==> src/hw/rtl/hbrp_pkg.sv <==
// Shared types and constants for the byte-range header parser.
// Used by the front, queue, back and top-level modules; no dependencies.
package hbrp_pkg;

    localparam int VAL_W = 62;
    localparam logic [VAL_W-1:0] VAL_MAX = {VAL_W{1'b1}};

    typedef struct packed {
        logic [7:0] byte_req;
        logic       last;
    } in_item_t;

    typedef struct packed {
        logic              is_status;
        logic [1:0]        kind;
        logic [VAL_W-1:0]  start_pos;
        logic [VAL_W-1:0]  end_pos;
        logic signed [63:0] span;
        logic              saturated;
        logic [1:0]        status;
        logic [4:0]        range_count;
        logic              done_res;
    } out_item_t;

    localparam logic [1:0] KIND_CLOSED = 2'd0;
    localparam logic [1:0] KIND_OPEN   = 2'd1;
    localparam logic [1:0] KIND_SUFFIX = 2'd2;

    localparam logic [1:0] ST_OK      = 2'd0;
    localparam logic [1:0] ST_BADUNIT = 2'd1;
    localparam logic [1:0] ST_NOEQ    = 2'd2;
    localparam logic [1:0] ST_EMPTY   = 2'd3;

    // command from front to back
    typedef struct packed {
        logic             has_range;
        logic [1:0]       kind;
        logic [VAL_W-1:0] first_value;
        logic [VAL_W-1:0] second_value;
        logic             sat;
        logic             has_status;
        logic [1:0]       status;
        logic [4:0]       count;
    } cmd_t;

    function automatic logic is_digit(input logic [7:0] c);
        return (c >= 8'h30) && (c <= 8'h39);
    endfunction

    function automatic logic [7:0] unit_char(input logic [2:0] i);
        logic [7:0] r;
        unique case (i)
            3'd0: r = 8'h62;
            3'd1: r = 8'h79;
            3'd2: r = 8'h74;
            3'd3: r = 8'h65;
            default: r = 8'h73;
        endcase
        return r;
    endfunction

endpackage

==> src/hw/rtl/http_byte_range_parser_core.sv <==
// Top level of the HTTP Range header parser.
// Depends on hbrp_pkg, hbrp_front, hbrp_fifo and hbrp_back.
//
// Usage: bytes of the header value enter on a queue-style port (push/full),
// one beat per byte, with last set on the final byte. Results leave on a
// queue-style port (empty/pop): a range beat for each accepted token, then a
// status beat with done_res set at the end of every header.
// A result passes through the front's command register, the command queue and the back part's result register.
// Throughput: one byte per cycle while full is low; full rises only when the command queue
// cannot hold two more commands, which happens when pop is held low.
// A header end that also closes a token costs two output beats; the back
// part drains them at one beat per cycle while pop is high.
// Reset clears parser state and empties both queues; the byte stream must
// restart at a header's beginning. A stalled receiver holds the current
// beat on the result ports and backs pressure up into full.
module http_byte_range_parser_core #(
    parameter int MAX_RANGES = 16
) (
    input  logic                clk,
    input  logic                rst_n,
    input  logic                push,
    output logic                full,
    input  hbrp_pkg::in_item_t  in_item,
    output logic                empty,
    input  logic                pop,
    output hbrp_pkg::out_item_t out_item
);
    localparam int QDEPTH = 4;
    logic cmd_valid, cmd_take, q_ne, q_space;
    hbrp_pkg::cmd_t cmd_w, cmd_r;
    logic inflight_reg;

    // one command may be in the front's output register; keep room for it
    assign full = !q_space || (inflight_reg && !q_space);

    always_ff @(posedge clk or negedge rst_n)
    begin
        if (!rst_n) inflight_reg <= 1'b0;
        else inflight_reg <= push && !full;
    end

    hbrp_front #(.MAX_RANGES(MAX_RANGES)) u_front (
        .clk(clk), .rst_n(rst_n), .in_valid(push && !full), .in_item(in_item),
        .cmd_valid(cmd_valid), .cmd(cmd_w)
    );

    hbrp_fifo #(.DEPTH(QDEPTH)) u_fifo (
        .clk(clk), .rst_n(rst_n), .wr(cmd_valid), .wdata(cmd_w),
        .rd(cmd_take), .rdata(cmd_r), .nonempty(q_ne), .space2(q_space)
    );

    hbrp_back u_back (
        .clk(clk), .rst_n(rst_n), .cmd_avail(q_ne), .cmd(cmd_r), .cmd_take(cmd_take),
        .empty(empty), .pop(pop), .res(out_item)
    );
endmodule

==> src/hw/rtl/hbrp_front.sv <==
// Front part: prefix match, tokenising and decimal accumulation.
// Depends on hbrp_pkg; emits one command for each byte that ends a header or a valid token.
module hbrp_front #(
    parameter int MAX_RANGES = 16
) (
    input  logic              clk,
    input  logic              rst_n,
    input  logic              in_valid,
    input  hbrp_pkg::in_item_t in_item,
    output logic              cmd_valid,
    output hbrp_pkg::cmd_t    cmd
);
    localparam int CW = $clog2(MAX_RANGES + 1);

    typedef enum logic [2:0] {
        PH_PREFIX, PH_BEFORE_EQ, PH_AFTER_EQ, PH_TOKENS, PH_SKIP, PH_FAILED
    } phase_t;
    typedef enum logic [2:0] {
        TK_START, TK_FIRST, TK_DASH, TK_SECOND, TK_SUF_DASH, TK_SUFFIX, TK_OPEN, TK_BAD
    } tok_t;

    phase_t phase_reg, phase_next;
    tok_t   tok_reg, tok_next;
    logic [2:0] pidx_reg, pidx_next;
    logic [hbrp_pkg::VAL_W-1:0] first_reg, first_next, second_reg, second_next;
    logic sat_reg, sat_next;
    logic [CW-1:0] tcount_reg, tcount_next;
    logic [4:0] acount_reg, acount_next;
    logic [1:0] err_reg, err_next;
    logic cmd_valid_next;
    hbrp_pkg::cmd_t cmd_next;

    logic [7:0] c;
    logic [3:0] d;
    logic is_blank, is_delim, dig;
    logic [hbrp_pkg::VAL_W-1:0] acc_src, acc_val;
    logic acc_ovf, acc_use;
    logic [hbrp_pkg::VAL_W+3:0] prod;

    assign c        = in_item.byte_req;
    assign d        = c[3:0] - 4'd0;
    assign dig      = hbrp_pkg::is_digit(c);
    assign is_blank = (c == 8'h20) || (c == 8'h09);
    assign is_delim = (c == 8'h2C) || (c == 8'h3B);
    assign acc_src  = (tok_reg == TK_FIRST || tok_reg == TK_SUFFIX) ? first_reg :
                      (tok_reg == TK_SECOND) ? second_reg : '0;
    assign prod     = {4'd0, acc_src} * 66'd10 + {62'd0, d};
    assign acc_ovf  = |prod[hbrp_pkg::VAL_W+3:hbrp_pkg::VAL_W];
    assign acc_val  = acc_ovf ? hbrp_pkg::VAL_MAX : prod[hbrp_pkg::VAL_W-1:0];

    always_comb
    begin
        logic fin;
        logic emit;
        logic [4:0] acc_after;
        phase_next = phase_reg;
        tok_next = tok_reg;
        pidx_next = pidx_reg;
        first_next = first_reg;
        second_next = second_reg;
        sat_next = sat_reg;
        tcount_next = tcount_reg;
        acount_next = acount_reg;
        err_next = err_reg;
        cmd_next = '0;
        cmd_valid_next = 1'b0;
        acc_use = 1'b0;
        fin = 1'b0;
        emit = 1'b0;
        acc_after = acount_reg;
        if (in_valid)
        begin
            unique case (phase_reg)
                PH_PREFIX:
                begin
                    if ((c | 8'h20) == hbrp_pkg::unit_char(pidx_reg))
                    begin
                        pidx_next = pidx_reg + 3'd1;
                        if (pidx_reg == 3'd4) phase_next = PH_BEFORE_EQ;
                    end
                    else
                    begin
                        err_next = hbrp_pkg::ST_BADUNIT;
                        phase_next = PH_FAILED;
                    end
                end
                PH_BEFORE_EQ:
                begin
                    if (c == 8'h3D) phase_next = PH_AFTER_EQ;
                    else if (!is_blank)
                    begin
                        err_next = hbrp_pkg::ST_NOEQ;
                        phase_next = PH_FAILED;
                    end
                end
                PH_AFTER_EQ, PH_TOKENS, PH_SKIP:
                begin
                    if (phase_reg == PH_AFTER_EQ && is_blank)
                    begin
                    end
                    else if (is_delim)
                    begin
                        phase_next = PH_TOKENS;
                        fin = (phase_reg != PH_AFTER_EQ);
                    end
                    else if (phase_reg != PH_SKIP)
                    begin
                        phase_next = PH_TOKENS;
                        unique case (tok_reg)
                            TK_START:
                            begin
                                if (tcount_reg >= CW'(MAX_RANGES))
                                begin
                                    tok_next = TK_BAD;
                                    phase_next = PH_SKIP;
                                end
                                else
                                begin
                                    tcount_next = tcount_reg + 1'b1;
                                    if (dig)
                                    begin
                                        tok_next = TK_FIRST;
                                        acc_use = 1'b1;
                                        first_next = acc_val;
                                    end
                                    else if (c == 8'h2D) tok_next = TK_SUF_DASH;
                                    else
                                    begin
                                        tok_next = TK_BAD;
                                        phase_next = PH_SKIP;
                                    end
                                end
                            end
                            TK_FIRST, TK_SUFFIX:
                            begin
                                if (dig)
                                begin
                                    acc_use = 1'b1;
                                    first_next = acc_val;
                                end
                                else if (tok_reg == TK_FIRST && c == 8'h2D) tok_next = TK_DASH;
                                else
                                begin
                                    if (tok_reg == TK_FIRST) tok_next = TK_OPEN;
                                    phase_next = PH_SKIP;
                                end
                            end
                            TK_DASH, TK_SUF_DASH:
                            begin
                                if (dig)
                                begin
                                    acc_use = 1'b1;
                                    if (tok_reg == TK_DASH)
                                    begin
                                        tok_next = TK_SECOND;
                                        second_next = acc_val;
                                    end
                                    else
                                    begin
                                        tok_next = TK_SUFFIX;
                                        first_next = acc_val;
                                    end
                                end
                                else
                                begin
                                    tok_next = (tok_reg == TK_DASH) ? TK_OPEN : TK_BAD;
                                    phase_next = PH_SKIP;
                                end
                            end
                            TK_SECOND:
                            begin
                                if (dig)
                                begin
                                    acc_use = 1'b1;
                                    second_next = acc_val;
                                end
                                else phase_next = PH_SKIP;
                            end
                            default: phase_next = PH_SKIP;
                        endcase
                        if (acc_use && acc_ovf) sat_next = 1'b1;
                    end
                end
                default: ;
            endcase

            if (in_item.last && (phase_next == PH_TOKENS || phase_next == PH_SKIP))
                fin = 1'b1;

            if (fin)
            begin
                // fold this byte's update into the ending token
                cmd_next.first_value  = first_next;
                cmd_next.second_value = second_next;
                cmd_next.sat          = sat_next;
                unique case (tok_next)
                    TK_FIRST, TK_DASH, TK_OPEN:
                    begin
                        emit = 1'b1;
                        cmd_next.kind = hbrp_pkg::KIND_OPEN;
                    end
                    TK_SECOND:
                    begin
                        emit = 1'b1;
                        cmd_next.kind = hbrp_pkg::KIND_CLOSED;
                    end
                    TK_SUFFIX:
                    begin
                        emit = 1'b1;
                        cmd_next.kind = hbrp_pkg::KIND_SUFFIX;
                    end
                    default: ;
                endcase
                cmd_next.has_range = emit;
                if (emit) acc_after = (acount_reg == 5'd31) ? acount_reg : acount_reg + 5'd1;
                acount_next = acc_after;
                tok_next = TK_START;
                first_next = '0;
                second_next = '0;
                sat_next = 1'b0;
                cmd_valid_next = emit;
            end

            if (in_item.last)
            begin
                cmd_valid_next = 1'b1;
                cmd_next.has_status = 1'b1;
                cmd_next.status = err_next;
                cmd_next.count = '0;
                unique case (phase_next)
                    PH_PREFIX: cmd_next.status = hbrp_pkg::ST_BADUNIT;
                    PH_BEFORE_EQ: cmd_next.status = hbrp_pkg::ST_NOEQ;
                    PH_AFTER_EQ: cmd_next.status = hbrp_pkg::ST_EMPTY;
                    PH_TOKENS, PH_SKIP:
                    begin
                        if (tcount_next == '0) cmd_next.status = hbrp_pkg::ST_BADUNIT;
                        else cmd_next.count = acc_after;
                    end
                    default: ;
                endcase
                phase_next = PH_PREFIX;
                tok_next = TK_START;
                pidx_next = '0;
                first_next = '0;
                second_next = '0;
                sat_next = 1'b0;
                tcount_next = '0;
                acount_next = '0;
                err_next = '0;
            end
        end
    end

    always_ff @(posedge clk or negedge rst_n)
    begin
        if (!rst_n)
        begin
            phase_reg <= PH_PREFIX;
            tok_reg <= TK_START;
            pidx_reg <= '0;
            first_reg <= '0;
            second_reg <= '0;
            sat_reg <= 1'b0;
            tcount_reg <= '0;
            acount_reg <= '0;
            err_reg <= '0;
            cmd_valid <= 1'b0;
        end
        else
        begin
            phase_reg <= phase_next;
            tok_reg <= tok_next;
            pidx_reg <= pidx_next;
            first_reg <= first_next;
            second_reg <= second_next;
            sat_reg <= sat_next;
            tcount_reg <= tcount_next;
            acount_reg <= acount_next;
            err_reg <= err_next;
            cmd_valid <= cmd_valid_next;
        end
    end

    always_ff @(posedge clk)
    begin
        cmd <= cmd_next;
    end
endmodule

==> src/hw/rtl/hbrp_fifo.sv <==
// Small command queue between front and back parts.
// Depends on hbrp_pkg for the command type.
module hbrp_fifo #(
    parameter int DEPTH = 4
) (
    input  logic           clk,
    input  logic           rst_n,
    input  logic           wr,
    input  hbrp_pkg::cmd_t wdata,
    input  logic           rd,
    output hbrp_pkg::cmd_t rdata,
    output logic           nonempty,
    output logic           space2
);
    localparam int AW = $clog2(DEPTH);
    hbrp_pkg::cmd_t mem [DEPTH];
    logic [AW-1:0] wp_reg, rp_reg;
    logic [AW:0] cnt_reg;

    assign rdata    = mem[rp_reg];
    assign nonempty = (cnt_reg != '0);
    assign space2   = (cnt_reg <= (AW+1)'(DEPTH - 2));

    always_ff @(posedge clk)
    begin
        if (wr) mem[wp_reg] <= wdata;
    end

    always_ff @(posedge clk or negedge rst_n)
    begin
        if (!rst_n)
        begin
            wp_reg <= '0;
            rp_reg <= '0;
            cnt_reg <= '0;
        end
        else
        begin
            if (wr) wp_reg <= wp_reg + 1'b1;
            if (rd) rp_reg <= rp_reg + 1'b1;
            cnt_reg <= cnt_reg + (AW+1)'(wr) - (AW+1)'(rd);
        end
    end
endmodule

==> src/hw/rtl/hbrp_back.sv <==
// Back part: expands commands into range and status results, one per beat.
// Depends on hbrp_pkg; computes the span subtraction in its output stage.
module hbrp_back (
    input  logic                clk,
    input  logic                rst_n,
    input  logic                cmd_avail,
    input  hbrp_pkg::cmd_t      cmd,
    output logic                cmd_take,
    output logic                empty,
    input  logic                pop,
    output hbrp_pkg::out_item_t res
);
    logic half_reg;
    logic valid_reg;
    logic load, emit_range, last_part;
    hbrp_pkg::out_item_t nx;

    // a command with both parts is emitted range first, then status
    assign emit_range = cmd.has_range && !half_reg;
    assign last_part  = !(cmd.has_range && cmd.has_status) || half_reg;
    assign load       = cmd_avail && (!valid_reg || pop);
    assign cmd_take   = load && last_part;
    assign empty      = !valid_reg;

    always_comb
    begin
        nx = '0;
        if (emit_range)
        begin
            nx.kind = cmd.kind;
            nx.saturated = cmd.sat;
            unique case (cmd.kind)
                hbrp_pkg::KIND_CLOSED:
                begin
                    nx.start_pos = cmd.first_value;
                    nx.end_pos = cmd.second_value;
                    nx.span = {2'b00, cmd.second_value} + 64'sd1 - {2'b00, cmd.first_value};
                end
                hbrp_pkg::KIND_SUFFIX: nx.span = {2'b00, cmd.first_value};
                default: nx.start_pos = cmd.first_value;
            endcase
        end
        else
        begin
            nx.is_status = 1'b1;
            nx.status = cmd.status;
            nx.range_count = cmd.count;
            nx.done_res = 1'b1;
        end
    end

    always_ff @(posedge clk or negedge rst_n)
    begin
        if (!rst_n)
        begin
            valid_reg <= 1'b0;
            half_reg <= 1'b0;
        end
        else
        begin
            if (load) valid_reg <= 1'b1;
            else if (pop) valid_reg <= 1'b0;
            if (load) half_reg <= !last_part;
        end
    end

    always_ff @(posedge clk)
    begin
        if (load) res <= nx;
    end
endmodule

==> config.mk <==
export PLATFORM = sky130hd
export DESIGN_NAME = http_byte_range_parser_core
export DESIGN_NICKNAME = d
export VERILOG_FILES = /design/src/hw/rtl/hbrp_pkg.sv /design/src/hw/rtl/http_byte_range_parser_core.sv /design/src/hw/rtl/hbrp_front.sv /design/src/hw/rtl/hbrp_fifo.sv /design/src/hw/rtl/hbrp_back.sv
export SDC_FILE = /design/constraint.sdc
export NUM_CORES = 2
export LEC_CHECK = 0
export BUFFER_PORTS_ARGS = -buffer_cell sky130_fd_sc_hd__buf_2
export CELL_PAD_IN_SITES_DETAIL_PLACEMENT = 1
export CELL_PAD_IN_SITES_GLOBAL_PLACEMENT = 1
export CORE_MARGIN = 2
export CORE_UTILIZATION = 51
export CTS_CLUSTER_DIAMETER = 60
export DETAILED_ROUTE_END_ITERATION = 10
export PLACE_DENSITY_LB_ADDON = 0.1
export SLEW_MARGIN = 25
export SYNTH_ARGS = -nofsm -noshare
export SYNTH_HDL_FRONTEND = slang
export SYNTH_HIERARCHICAL = 1
export SYNTH_SLANG_ARGS = --single-unit
==> constraint.sdc <==
create_clock -name clk -period 8.6 [get_ports clk]
set_input_delay 1.29 -clock clk [delete_from_list [all_inputs] [get_ports clk]]
set_output_delay 1.29 -clock clk [all_outputs]
set_load 0.02 [all_outputs]
# After elaboration in Yosys (flattened, before gate mapping)
# Memory sizes are Yosys's and may differ from the RTL's.
# Index checks and enable logic that the tools add are counted.
[op_classes] addsub=10 multipliers=1 magnitude_cmp=4 n_eq_ne=33 mux=120 bitwise_logic=4 n_reduce_logical=49
[op_table] operator="$mux 62" n=22
[op_table] operator="$pmux 62 s3" n=1
[op_table] operator="$pmux 64 s2" n=1
[op_table] operator="$pmux 62 s2" n=1
[op_table] operator="$mux 3" n=32
[op_table] operator="$mux 5" n=14
[op_table] operator="$add 66x4->66" n=1
[op_table] operator="$mul 62x3->65 const B" n=1
[op_table] operator="$sub 64x62->64" n=1
[op_table] operator="$add 62x1->63 const B" n=1
[op_table] operator="$eq 8x6->1 const B" n=5
[op_table] operator="$mux 1" n=32
[op_table] operator="$eq 3x2->1 const B" n=10
[op_table] operator="$pmux 3 s3" n=3
[op_table] operator="$mux 8" n=3
[op_table] operator="$eq 3x3->1 const B" n=7
[op_table] operator="$pmux 5 s4" n=1
[op_table] operator="$eq 3x1->1 const B" n=5
[op_table] operator="$logic_not 3->1" n=4
[op_table] operator="$mux 2" n=6
[op_table] operator="$logic_and 1x1->1" n=11
[op_table] operator="$add 5x1->5 const B" n=2
[op_table] operator="$reduce_or 5->1" n=2
[op_table] operator="$reduce_or 3->1" n=3
[op_table] operator="28 further kinds" n=52
[word_totals] ff_bits=493 ram_bits=544 inputBits=13 memories=1
[mem_list] memory="u_fifo.mem" depth=4 width=136 read_ports=1 rd_clocked_by_memory_dff=0 wr=1 line="hbrp_fifo.sv:16" text="hbrp_pkg::cmd_t mem [DEPTH];"

# Depth between registers and ports, before layout
[depth] depth_word=23 ltp_mapped=27

# Modules after synthesis
# The synthesis kept the hierarchy.
[modules_own_cells] module="hbrp_front" n_inst=1 cells_each=2822 area_each_um2=21785.9 seq_area_each_um2=6401.1
[modules_own_cells] module="hbrp_fifo" n_inst=1 cells_each=747 area_each_um2=20143.1 seq_area_each_um2=16510.8
[modules_own_cells] module="hbrp_back" n_inst=1 cells_each=1212 area_each_um2=12529.5 seq_area_each_um2=6025.8
[modules_own_cells] module="http_byte_range_parser_core" n_inst=1 cells_each=2 area_each_um2=10.0 seq_area_each_um2=0.0

# Worst setup path after synthesis
# Ideal clock, no wire load.
[synth_path] path_type="register -> register" startpoint="reg u_front.tok_reg[1]" endpoint="reg u_front/first_reg[32] (netlist bit)" setup_time_ns=0.078 arrival_time_ns=6.765 t_required_ns=8.522 slack_ns=1.757 stages_incl_launch_ff=27 n_path_buf=6 synth_period_minus_slack_ns=6.843 cell_sequence="dfrtp_1 clkbuf_1 nand2b_1 nor2_1 clkbuf_1 buf_1 a22o_1 ha_1 ha_1 fa_1 a211oi_1 nor2_1 o21ai_1 a21oi_1 nand4b_1 or4_1 buf_6 nor4_4 nand3_4 nor4_4 mux2_4 o211a_4 buf_8 a211oi_4 buf_6 a211oi_1 o2bb2ai_1"
[synth_via] elab_chain_len=17
[synth_lines] element="start: declaration" line="hbrp_front.sv:23" text="tok_t tok_reg, tok_next;"
[synth_lines] element="start signal: assignment" line="hbrp_front.sv:272" text="tok_reg <= tok_next;"
[synth_lines] element="parallel branches: the longest is 15 deep, another holds $add 66x4->66"
[synth_lines] element="$mux 62 (*)" line="hbrp_front.sv:190" text="if (fin)"
[synth_lines] element="$mux 62 (*)" line="hbrp_front.sv:224" text="if (in_item.last)"
[synth_lines] element="end signal: assignment" line="hbrp_front.sv:274" text="first_reg <= first_next;"
[synth_lines] element="end: declaration" line="hbrp_front.sv:25" text="logic [hbrp_pkg::VAL_W-1:0] first_reg, first_next, second_reg, second_next;"
# Mark *: on every way between the ends. The select of a mux whose other input is x is not followed.
# A chain may end at the register's enable or synchronous reset.

# Final worst setup path
[layout_path] startpoint="reg u_front.tok_reg[1]" endpoint="reg u_front/cmd[122] (netlist bit)"
[layout_via] elab_chain_len=16
[layout_lines] element="parallel branches: the longest is 16 deep, another holds $add 66x4->66"
[layout_lines] element="end signal: assignment" line="hbrp_front.sv:286" text="cmd <= cmd_next;"
[layout_lines] element="end: declaration" line="hbrp_front.sv:11" text="output hbrp_pkg::cmd_t cmd"
# Several ways; the timed one is not identified. The select of a mux whose other input is x is not followed.

==> summary.txt <==
Clock tree
  – Worst skew pair latency: 0.73 ns
  – Clock Tree Buf Depth: 3
  – Post-CTS setup buffers: 0
  – H-tree level count: 3
  – Num Clock Sinks: 1035
  – Worst-path clk slew: 0.06 ns
  – Clock Root Buffer: clkbuf_16
  – Post-CTS Hold Buffers: 0
  – Post-CTS resize count: 0
  – CTS tree: yes
  – CTS buffer count: 109

Finish
  – Nets: 5212
  – Share of layout cells above drive strength 1: 14.4%
  – Multi-input logic area: 0.0236 mm^2
  – Register name with the most flops: u_fifo/mem
  – Fin util: 57.5%
  – Top flop regs: u_fifo/mem x544, u_back/res x199, u_front/cmd x136
  – Max reg flops: 544
  – Layout area overhead: 11.4%
  – Filler cell count in the final layout: 11000
  – Reg area: 0.0289 mm^2

Run
  – Max Cap Viol: 0

Global routing
  – Vias in the first global route: 42500
  – GRT Overall Usage: 33.5%
  – Initial antenna violation count: 8
  – Largest net degree at the start of global routing: 153
  – Grt ovf: 0
  – First-pass GRT wire length: 275000 um

Synthesis
  – Top cell type's share of synthesized area: 41.0%
  – Ys async rst share: 15.1%
  – Top_reg_cell synth: edfxtp_1
  – Top cells by area, synth: edfxtp_1 41%, dfrtp_1 7.2%, ha_1 6.0%
  – Post-Syn Area: 0.0545 mm^2
  – Netlist cell types: 110
  – Synth area leader: edfxtp_1
  – Synthesized Nets: 5062
  – Post-synthesis sequential area ratio: 53.1%
  – YS warnings: 6
  – Number of synthesized flops with an enable pin: 743
  – Yosys reg bits: 1035
  – Count leader, synth: edfxtp_1
  – Synth top cells by count: 743 x edfxtp_1, 431 x nand2_1, 390 x nor2_1, 371 x a21oi_1, 261 x ha_1
  – Synthesized instance count: 4783
  – Syn Area/Cell: 11.4 um^2

Timing
  – RSZ-0062 raised after global routing: false
  – Hold Vio Cnt, Final: 0
  – Crit share post-route: 94.1%
  – Final min period: 8.09 ns
  – Max_slew headroom: 29.2%
  – Final Skew: 0.0360 ns
  – Slew Viols, Final: 0
  – Final TNS setup: 0 ns
  – Worst-margin pin slew: 1.06 ns
  – # setup viols final: 0
  – FMAX: 0.124 GHz

Status
  – Outcome: finished clean

Worst hold path
  – Hold Path Class: reg -> reg

Setup path
  – Gate family responsible for the most delay along the worst path: simple AND/OR/NAND/NOR gates
  – Crit path buffers/inverters: 2
  – WP data required: 9.16 ns
  – CP max stage cell: or4_1
  – Critical path startpoint category: register
  – Critical Path, Cell by Cell: inv_1 -> nor2_1 -> nand2_1 -> o21ai_0 -> ha_1 -> ha_1 -> nand4_1 -> nor3_1 -> nand2_1 -> o211a_1 -> o2111a_1 -> nor4_1 -> buf_4 -> nand4_1 -> or4_1 -> nor4_2 -> xnor2_1 -> o211a_4 -> nand3_4 -> a31o_1 -> o2bb2ai_1
  – Crit Path Class: reg -> reg
  – CP arrival: 8.65 ns
  – Largest stage delay on the critical path: 0.67 ns
  – Critical path fanouts, max: 36
  – CP endpoint kind: register

Die
  – Rows: 119
  – Vert. Die Dim: 331 um
  – I/O pin count: 215
  – Core ar.: 0.106 mm^2
  – Die W: 331 um
  – Initial core utilization: 51.6%
  – Die area: 0.109 mm^2

Detailed routing
  – Drt via density: 6.56
  – Post-DRT Antenna Nets: 0
  – Via count: 42100
  – Routed WL: 185000 um
  – Routed WL per cell: 28.8 um
  – Drt first pass iters: 6
  – DRT iter0 DRCs: 4857
  – # DRC: 0

Power and ir drop
  – Total power per unit cell area: 327 mW/mm^2
  – Worst vdd ir: 218 uV
  – P_leak: 23.2 nW

Place
  – GP Congestion: 0.949
  – HPWL after DPL: 129000 um
  – PortBufs: 214
[cell type report]
| type | count | share of cell area, % |
|---|---|---|
| flip-flops and latches | 1035 | 47.7 |
| multi-input cells | 3321 | 38.9 |
| diodes | 2 | 0.00825 |
| clock buffers | 146 | 5.03 |
| repair buffers | 332 | 3.44 |
| clock inverters | 60 | 1.18 |
| inverters | 134 | 0.841 |
| well taps | 1391 | 2.87 |
[cells in the final DEF, fill, tap and decap left out, drive strengths merged, types with 136 or more instances in the layout]
cell type | Yosys | routed
nand2 | 432 | 432
a21oi | 373 | 373
o21ai | 315 | 315
inv | 132 | 146
edfxtp | 743 | 743
mux4 | 136 | 136
dfrtp | 156 | 156
nor2 | 390 | 390
buf | 104 | 332
clkbuf | 188 | 146
and2 | 155 | 155
ha | 261 | 261
dfxtp | 136 | 136
[cell families (layout without fill, tap and decap cells)]
family	Yosys count	count (layout)	share of synthesized area, %
other	0	2	0
AND/OR/NAND/NOR	1409	1409	12.3
buffers and inverters	427	672	3.75
AO/OA/AOI/OAI	1326	1326	15.9
adder cells (fa/ha/maj)	266	266	6.18
multiplexers	168	168	6.23
XOR/XNOR	152	152	2.44
flip-flops	1035	1035	53.1
[stage by stage]
stage | area, um^2 | cells | total power [W] | setup slack [ns] | hold slack (ns)
after floorplan | 54500 | 4783 | 0.0125 | 1.76 | 0.438
after global placement | 56900 | 6213 | 0.0146 | 0.838 | 0.451
after detailed placement | 56900 | 6213 | 0.0149 | 0.667 | 0.467
after CTS | 60700 | 6419 | 0.0199 | 0.689 | 0.479
after global routing | 60700 | 6419 | 0.0208 | 0.107 | 0.492
final | 60700 | 6421 | 0.0199 | 0.505 | 0.478
[final timing paths]
| check | startpoint | endpoint | slack (ns) | cells after the start |
|---|---|---|---|---|
| worst max register to register | u_front/tok_reg[1] | u_front/cmd[122] | 0.51 | 21 |
| worst max-delay path | u_front/tok_reg[1] | u_front/cmd[122] | 0.51 | 21 |
| worst min register to register | u_front/cmd[120] | u_fifo/mem[2][120] | 0.48 | 0 |
| worst min-delay path | u_front/cmd[120] | u_fifo/mem[2][120] | 0.48 | 0 |
| min in group asynchronous | rst_n | u_front/phase_reg[0] | 0.57 | 1 |
| max in group asynchronous | rst_n | u_front/first_reg[35] | 6.69 | 2 |
[worst register-to-register path: stages (launching register included)]
cell and delay (ns):
dfrtp_1 0.56, inv_1 0.23, nor2_1 0.35, nand2_1 0.42, o21ai_0 0.63, ha_1 0.35, ha_1 0.46, nand4_1 0.25
nor3_1 0.40, nand2_1 0.09, o211a_1 0.29, o2111a_1 0.17, nor4_1 0.43, buf_4 0.22, nand4_1 0.06, or4_1 0.67
nor4_2 0.41, xnor2_1 0.25, o211a_4 0.63, nand3_4 0.20, a31o_1 0.60, o2bb2ai_1 0.29
[per-layer routing]
layer  GRT usage [%]  wire (um)  vias to the layer above  share of wire, %
met2            52.2      83800                     2030                45
met3            5.92      15700                      378               8.5
met4            10.7       5910                        4               3.2
met1            47.7      79200                    21300                43
met5               0         27                        -             0.015
li1                -          -                    18400                 -
[where the power goes]
part | switching [W] | internal, W | leakage, nW | total (W)
Sequential | 0.000359 | 0.00626 | 10.2 | 0.00662
Clock | 0.00212 | 0.00278 | 1.83 | 0.00490
Combinational | 0.00542 | 0.00293 | 11.2 | 0.00836
Power figures use the tool's default switching activity.
